File: src/sv/cmf_pkg.sv
// ----------------------------------------------------------------------------
// cmf_pkg
// Shared sizes, operation and status codes for the closable message FIFO.
// ----------------------------------------------------------------------------
package cmf_pkg;

    localparam int unsigned SLOT_DEPTH = 16;
    localparam int unsigned DATA_W     = 64;
    localparam int unsigned ADDR_W     = $clog2(SLOT_DEPTH);
    localparam int unsigned LEVEL_W    = $clog2(SLOT_DEPTH + 1);
    localparam int unsigned COUNT_W    = 32;
    localparam int unsigned KIND_W     = 2;
    localparam int unsigned STATUS_W   = 2;

    typedef logic [KIND_W-1:0]   t_kind;
    typedef logic [STATUS_W-1:0] t_status;
    typedef logic [DATA_W-1:0]   t_word;
    typedef logic [ADDR_W-1:0]   t_addr;
    typedef logic [LEVEL_W-1:0]  t_level;
    typedef logic [COUNT_W-1:0]  t_count;

    localparam t_kind KIND_SEND  = 2'd0;
    localparam t_kind KIND_RECV  = 2'd1;
    localparam t_kind KIND_CLOSE = 2'd2;

    localparam t_status ST_DONE   = 2'd0;
    localparam t_status ST_BLOCK  = 2'd1;
    localparam t_status ST_CLOSED = 2'd2;

    localparam t_level LEVEL_DEPTH = t_level'(SLOT_DEPTH);

    // Step a pointer, wrapping to zero at the effective capacity.
    function automatic t_addr advance_ptr(input t_addr ptr, input t_level cap);
        t_level nxt;
        nxt = t_level'({1'b0, ptr}) + t_level'(1);
        if (nxt >= cap || nxt >= LEVEL_DEPTH) begin
            advance_ptr = '0;
        end else begin
            advance_ptr = nxt[ADDR_W-1:0];
        end
    endfunction

endpackage

File: src/sv/closable_message_fifo.sv
// ----------------------------------------------------------------------------
// closable_message_fifo
// Bounded message queue with a close flag and running counters.
// ----------------------------------------------------------------------------
//  channel  | direction | handshake                  | payload
//  ---------+-----------+----------------------------+---------------------------
//  in       | in        | i_in_valid / o_in_ready    | i_kind, i_data_in
//  out      | out       | o_out_valid / i_out_ready  | o_status, o_data_out, levels
//  cfg      | in        | i_cfg_we (no wait)         | i_cfg_data (slot limit)
//
//  One item per cycle unless a result stalls on i_out_ready; a result
//  appears in the cycle after its transfer in, and the slot RAM read port is registered too.
//  Reset is synchronous, active low; the slot contents are not cleared.
//  While a result waits on i_out_ready, o_in_ready stays low; it rises again
//  in the cycle in which the waiting result transfers.
// ----------------------------------------------------------------------------
module closable_message_fifo (
    input  logic                   i_clk,
    input  logic                   i_rst_n,
    input  logic                   i_cfg_we,
    input  logic [4:0]             i_cfg_data,
    input  logic                   i_in_valid,
    output logic                   o_in_ready,
    input  cmf_pkg::t_kind         i_kind,
    input  cmf_pkg::t_word         i_data_in,
    output logic                   o_out_valid,
    input  logic                   i_out_ready,
    output cmf_pkg::t_status       o_status,
    output cmf_pkg::t_word         o_data_out,
    output cmf_pkg::t_level        o_fill_level,
    output logic                   o_is_closed,
    output cmf_pkg::t_count        o_send_total,
    output cmf_pkg::t_count        o_recv_total,
    output cmf_pkg::t_count        o_refused_total
);
    import cmf_pkg::*;

    // Queue state
    t_addr   r_rd_ptr,  n_rd_ptr;
    t_addr   r_wr_ptr,  n_wr_ptr;
    t_level  r_occ,     n_occ;
    logic    r_closed,  n_closed;
    t_count  r_sends,   n_sends;
    t_count  r_recvs,   n_recvs;
    t_count  r_refused, n_refused;
    t_level  r_slot_limit;

    // Result register
    logic    r_out_valid;
    t_status r_status,  n_status;
    logic    r_rx_ok,   n_rx_ok;

    logic    w_accept;
    logic    w_we;
    logic    w_re;
    t_level  w_cap;
    t_word   w_rdata;

    assign o_in_ready = !r_out_valid || i_out_ready;
    assign w_accept   = i_in_valid && o_in_ready;

    // Effective capacity: zero acts as one slot, anything past the RAM
    // depth saturates to it.
    always_comb begin
        if (r_slot_limit == '0) begin
            w_cap = t_level'(1);
        end else if (r_slot_limit > LEVEL_DEPTH) begin
            w_cap = LEVEL_DEPTH;
        end else begin
            w_cap = r_slot_limit;
        end
    end

    // Decide the operation and the next queue state in the transfer cycle.
    always_comb begin
        n_rd_ptr  = r_rd_ptr;
        n_wr_ptr  = r_wr_ptr;
        n_occ     = r_occ;
        n_closed  = r_closed;
        n_sends   = r_sends;
        n_recvs   = r_recvs;
        n_refused = r_refused;
        n_status  = ST_DONE;
        n_rx_ok   = 1'b0;
        w_we      = 1'b0;
        w_re      = 1'b0;
        case (i_kind)
            KIND_SEND: begin
                if (r_closed) begin
                    n_status = ST_CLOSED;           // refused, not counted
                end else if (r_occ >= w_cap) begin
                    n_status  = ST_BLOCK;
                    n_refused = r_refused + t_count'(1);
                end else begin
                    w_we     = w_accept;
                    n_wr_ptr = advance_ptr(r_wr_ptr, w_cap);
                    n_occ    = r_occ + t_level'(1);
                    n_sends  = r_sends + t_count'(1);
                end
            end
            KIND_RECV: begin
                if (r_occ == '0) begin
                    if (r_closed) begin
                        n_status = ST_CLOSED;
                    end else begin
                        n_status  = ST_BLOCK;
                        n_refused = r_refused + t_count'(1);
                    end
                end else begin
                    // Head word keeps draining after close.
                    w_re     = w_accept;
                    n_rx_ok  = 1'b1;
                    n_rd_ptr = advance_ptr(r_rd_ptr, w_cap);
                    n_occ    = r_occ - t_level'(1);
                    n_recvs  = r_recvs + t_count'(1);
                end
            end
            KIND_CLOSE: begin
                n_closed = 1'b1;
            end
            default: begin
                // unused code: no operation, report levels as they stand
            end
        endcase
    end

    // Advance queue state and load the result on each transfer in.
    always_ff @(posedge i_clk) begin
        if (!i_rst_n) begin
            r_rd_ptr    <= '0;
            r_wr_ptr    <= '0;
            r_occ       <= '0;
            r_closed    <= 1'b0;
            r_sends     <= '0;
            r_recvs     <= '0;
            r_refused   <= '0;
            r_out_valid <= 1'b0;
            r_status    <= ST_DONE;
            r_rx_ok     <= 1'b0;
        end else begin
            if (w_accept) begin
                r_rd_ptr    <= n_rd_ptr;
                r_wr_ptr    <= n_wr_ptr;
                r_occ       <= n_occ;
                r_closed    <= n_closed;
                r_sends     <= n_sends;
                r_recvs     <= n_recvs;
                r_refused   <= n_refused;
                r_status    <= n_status;
                r_rx_ok     <= n_rx_ok;
                r_out_valid <= 1'b1;
            end else if (i_out_ready) begin
                // drop the result once it has transferred
                r_out_valid <= 1'b0;
            end
        end
    end

    // Slot limit register; the user must write it only while the queue is quiet (not enforced here).
    always_ff @(posedge i_clk) begin
        if (!i_rst_n) begin
            r_slot_limit <= LEVEL_DEPTH;
        end else if (i_cfg_we) begin
            r_slot_limit <= i_cfg_data;
        end
    end

    // Slot storage. Read and write never target the same transfer, and a
    // word written in one cycle is visible to a read issued in the next.
    cmf_slot_ram #(
        .WIDTH (DATA_W),
        .DEPTH (SLOT_DEPTH),
        .AW    (ADDR_W)
    ) u_slot_ram (
        .i_clk   (i_clk),
        .i_we    (w_we),
        .i_waddr (r_wr_ptr),
        .i_wdata (i_data_in),
        .i_re    (w_re),
        .i_raddr (r_rd_ptr),
        .o_rdata (w_rdata)
    );

    // The queue state only moves on a transfer in, so while a result waits
    // the registers below still show the state after that item.
    assign o_out_valid     = r_out_valid;
    assign o_status        = r_status;
    assign o_data_out      = r_rx_ok ? w_rdata : '0;
    assign o_fill_level    = r_occ;
    assign o_is_closed     = r_closed;
    assign o_send_total    = r_sends;
    assign o_recv_total    = r_recvs;
    assign o_refused_total = r_refused;

endmodule

File: src/sv/cmf_slot_ram.sv
// ----------------------------------------------------------------------------
// cmf_slot_ram
// Simple dual-port RAM, one write and one registered read port.
// ----------------------------------------------------------------------------
module cmf_slot_ram #(
    parameter int unsigned WIDTH = 64,
    parameter int unsigned DEPTH = 16,
    parameter int unsigned AW    = $clog2(DEPTH)
) (
    input  logic             i_clk,
    input  logic             i_we,
    input  logic [AW-1:0]    i_waddr,
    input  logic [WIDTH-1:0] i_wdata,
    input  logic             i_re,
    input  logic [AW-1:0]    i_raddr,
    output logic [WIDTH-1:0] o_rdata
);

    logic [WIDTH-1:0] r_mem [DEPTH];
    logic [WIDTH-1:0] r_rdata;

    always_ff @(posedge i_clk) begin
        if (i_we) begin
            r_mem[i_waddr] <= i_wdata;
        end
    end

    always_ff @(posedge i_clk) begin
        if (i_re) begin
            r_rdata <= r_mem[i_raddr];
        end
    end

    assign o_rdata = r_rdata;

endmodule

File: config.mk
export PLATFORM = sky130hd
export DESIGN_NAME = closable_message_fifo
export DESIGN_NICKNAME = d
export VERILOG_FILES = /design/src/sv/cmf_pkg.sv /design/src/sv/closable_message_fifo.sv /design/src/sv/cmf_slot_ram.sv
export SDC_FILE = /design/constraint.sdc
export NUM_CORES = 1
export LEC_CHECK = 0
export BUFFER_PORTS_ARGS = -buffer_cell sky130_fd_sc_hd__clkbuf_2
export CAP_MARGIN = 5
export CORE_AREA = 8 8 318 320
export CTS_BUF_LIST = sky130_fd_sc_hd__clkbuf_8
export CTS_CLUSTER_DIAMETER = 80
export DETAILED_ROUTE_END_ITERATION = 16
export DIE_AREA = 0 0 326 328
export GPL_TIMING_DRIVEN = 0
export PLACE_DENSITY_LB_ADDON = 0.12
export SYNTH_ARGS = -nofsm -noshare
export SYNTH_HDL_FRONTEND = slang
export SYNTH_SLANG_ARGS = --single-unit
File: constraint.sdc
create_clock -name i_clk -period 6.1 [get_ports i_clk]
set_input_delay 1.525 -clock i_clk [delete_from_list [all_inputs] [get_ports i_clk]]
set_output_delay 1.525 -clock i_clk [all_outputs]
set_load 0.03 [all_outputs]
==> flow_summary.toml <==
[run_status]
status = "complete, no violations"

[grt]
grt_pass1_wl_mm = 171
grt_max_degree = 43
grt_usage_pct = 21.3
antenna_found_initial = 11
grt_pass1_vias = 27300
gr-total-overflow = 0

[sta]
period_needed_ns = 4.73
rsz0062_at_grt = "false"
slew_headroom_pct = 19.9
fin_worst_skew_ns = 0.0281
setup_slack_ns = 1.37
hold_viol = 0
fmax_ghz = 0.212
timing.final.crit_share_pct = 77.5
tightest_slew_ns = 1.20
maxSlewViolCount = 0
setup_viol = 0

[pwr]
power_density_nw_per_um2 = 291
clkPwrFrac_pct = 39.9
switching_share_pct = 21.9
sequentialPowerShare_pct = 57.2
p_sw_w = 0.00347
p_int_w = 0.0124
vdd_drop_max_mv = 0.188
p_comb_share_pct = 2.9
p_leak_nw = 17.3

[clock_tree]
clkLatencyLatePin_ns = 0.85
cts_buffer_depth = 3
cts-buffers-inserted = 194
htree_levels = 4
cts-root-buf = "clkbuf_8"
postCtsHoldBufs = 0
cts_tree = "done"
clkSinkCount = 1207
cts_setup_buffers = 0
clk_pin_slew_ns = 0.06
cts-resized-gates = 0

[worst_setup_path]
r2r_slack_ns = 1.37
startpoint_type = "flip-flop"
cp.arrival_ns = 5.47
required_ns = 6.84
end_kind = "flip-flop"
worstSetupPathType = "flip-flop to flip-flop"
crit_path_max_fanout = 10

[final_layout]
fin_util_pct = 56.6
final_cell_count_no_fill = 4436
fin_nets = 3095
area_growth_pct = 14.5
fillers = 7437
layout-drive-gt1-share_pct = 25.7
multi_input_area_um2 = 11800
ff_latch_area_um2 = 35100

[floorplanning]
core_um2 = 96000
die_y_um = 328
io_pins = 246
die_area_um2 = 107000
die_w_um = 326
start_util_pct = 49.4
num_rows = 114

[synth]
synth-seq-cells = 1207
synthArstFlopShare_pct = 0
syn_inst = 2535
syn_nets = 2638
yosys_warnings = 0
synth.avg_cell_area_um2 = 18.7
synth.area.top_cells = "edfxtp_1, mux4_2, dfxtp_1"
synth_cell_types = 57
synth_area_leader_cell = "edfxtp_1"
post-synth-top-area-fraction_pct = 68.8
synth_edf_count = 1088
ys.flop_type = "edfxtp_1"
yosysSeqAreaShare_pct = 73.9
synth.cell_area_um2 = 47500

[place]
numPlacedInstances = 4072
place_ws_ns = 1.36
port_buffers = 244
dp_hpwl_mm = 72.1
place_congestion = 0.797

[routing]
drc = 0
via_per_inst = 5.85
wl_met2_mm = 56.9
first_pass_iters = 7
m1WireLength_mm = 48.3
vias = 25900
first_iter_violations = 2224
wl_met3_mm = 7.60
drt_wl_total_mm = 115
wl_per_cell_um = 26.0
ant_nets = 0
highest-signal-layer = "met5"

[job]
cap_violations = 0

[hold_path]
hold_class = "flip-flop to flip-flop"
state kept, by name (all words and copies together) (netlist names):
| register | count |
|---|---|
| u_slot_ram.r_mem | 1024 |
| u_slot_ram.o_rdata | 64 |
| o_recv_total | 32 |
| o_refused_total | 32 |
| o_send_total | 32 |
| o_fill_level | 5 |
| r_slot_limit | 5 |
| r_rd_ptr | 4 |
| r_wr_ptr | 4 |
| o_status | 2 |
| o_is_closed | 1 |
| o_out_valid | 1 |
| r_rx_ok | 1 |
power by group through the flow:
stage / Combinational, W / Sequential, W / Clock [W]
2_1_floorplan: 0.000242 / 0.00923 / 0
3_3_place_gp: 0.000437 / 0.00923 / 0
3_5_place_dp: 0.000463 / 0.00923 / 0
4_1_cts: 0.000465 / 0.00905 / 0.00646
5_1_grt: 0.000502 / 0.00905 / 0.00678
6_report: 0.000458 / 0.00905 / 0.00632
area by class of cell:
type / count / area share (%)
Tap cell: 1276 / 2.94
Inverter: 33 / 0.228
Clock inverter: 160 / 1.46
Timing Repair Buffer: 261 / 3.09
Clock buffer: 198 / 5.01
Sequential cell: 1207 / 64.5
Antenna cell: 6 / 0.0276
Multi-Input combinational cell: 1147 / 21.6
Buffer: 148 / 1.13
placed cells by master, fill, tap and decap left out, types with 66 or more instances in the layout:
master,instances
inv_1,101
edfxtp_1,1088
and2_1,68
a21oi_1,148
mux2i_1,86
nor2b_1,70
a211oi_1,66
mux4_2,256
nand2_1,67
clkbuf_8,198
clkbuf_1,106
clkbuf_2,244
dfxtp_1,119
metrics by stage:
step           total power, W  area (um2)  hold slack (ns)  setup TNS (ns)
2_1_floorplan         0.00948       47500            0.461               0
3_3_place_gp          0.00967       50300            0.460         -828.06
3_5_place_dp          0.00969       50800            0.476               0
4_1_cts                0.0160       54300            0.486               0
5_1_grt                0.0163       54300            0.496               0
6_report               0.0158       54400            0.485               0
path summary, 6_finish.rpt:
kind | from | endpoint | cells past startpoint
hold / removal | o_refused_total[21] | o_refused_total[21] | 2
setup / recovery | r_rd_ptr[2] | r_rd_ptr[3] | 11
setup reg to reg | r_rd_ptr[2] | r_rd_ptr[3] | 11
hold reg to reg | o_refused_total[21] | o_refused_total[21] | 2
Yosys cell counts (4+ instances only):
master	n
edfxtp_1	1088
mux4_2	256
a21oi_1	148
dfxtp_1	119
clkbuf_1	107
mux2i_1	86
nor2b_1	70
and2_1	69
nand2_1	67
a211oi_1	66
nand3_1	41
or4_1	41
o31ai_1	40
inv_1	32
buf_2	31
o21ai_0	29
nor2_1	28
ha_1	26
or3_1	24
nand2b_1	22
and3_1	19
nand4_1	17
xnor2_1	13
nor3_1	10
nor4_1	9
and4_1	8
buf_1	8
o41ai_1	6
or2_2	6
a31oi_1	4
worst max-delay path, stage by stage, from the launching register on:
cell and delay, ns:
dfxtp_1 0.30, clkbuf_1 0.74, clkbuf_1 0.56, clkbuf_1 0.82, clkbuf_1 0.78, xor2_1 0.17
ha_1 0.35, a21oi_1 0.11, o21ai_0 0.09, a31oi_1 0.38, nand3_1 0.15, a21oi_1 0.17
cells by family (layout without fill, tap and decap cells):
logic type,after synthesis,in the layout,share of synthesized area [%]
flip-flops,1207,1207,73.9
AND/OR/NAND/NOR,450,450,5.59
multiplexers,342,342,14.0
AO/OA/AOI/OAI,313,313,4.04
buffers and inverters,181,800,1.54
adder cells (fa/ha/maj),27,27,0.728
XOR/XNOR,15,15,0.277
other,0,6,0
metal layers:
metal  vias up  global-route usage, %
met3       181                   4.33
met1     13500                   28.6
met2       987                   35.5
met4         6                   6.17
li1      11300                      -
met5         -                      0
(Power assumes the default switching activity.)
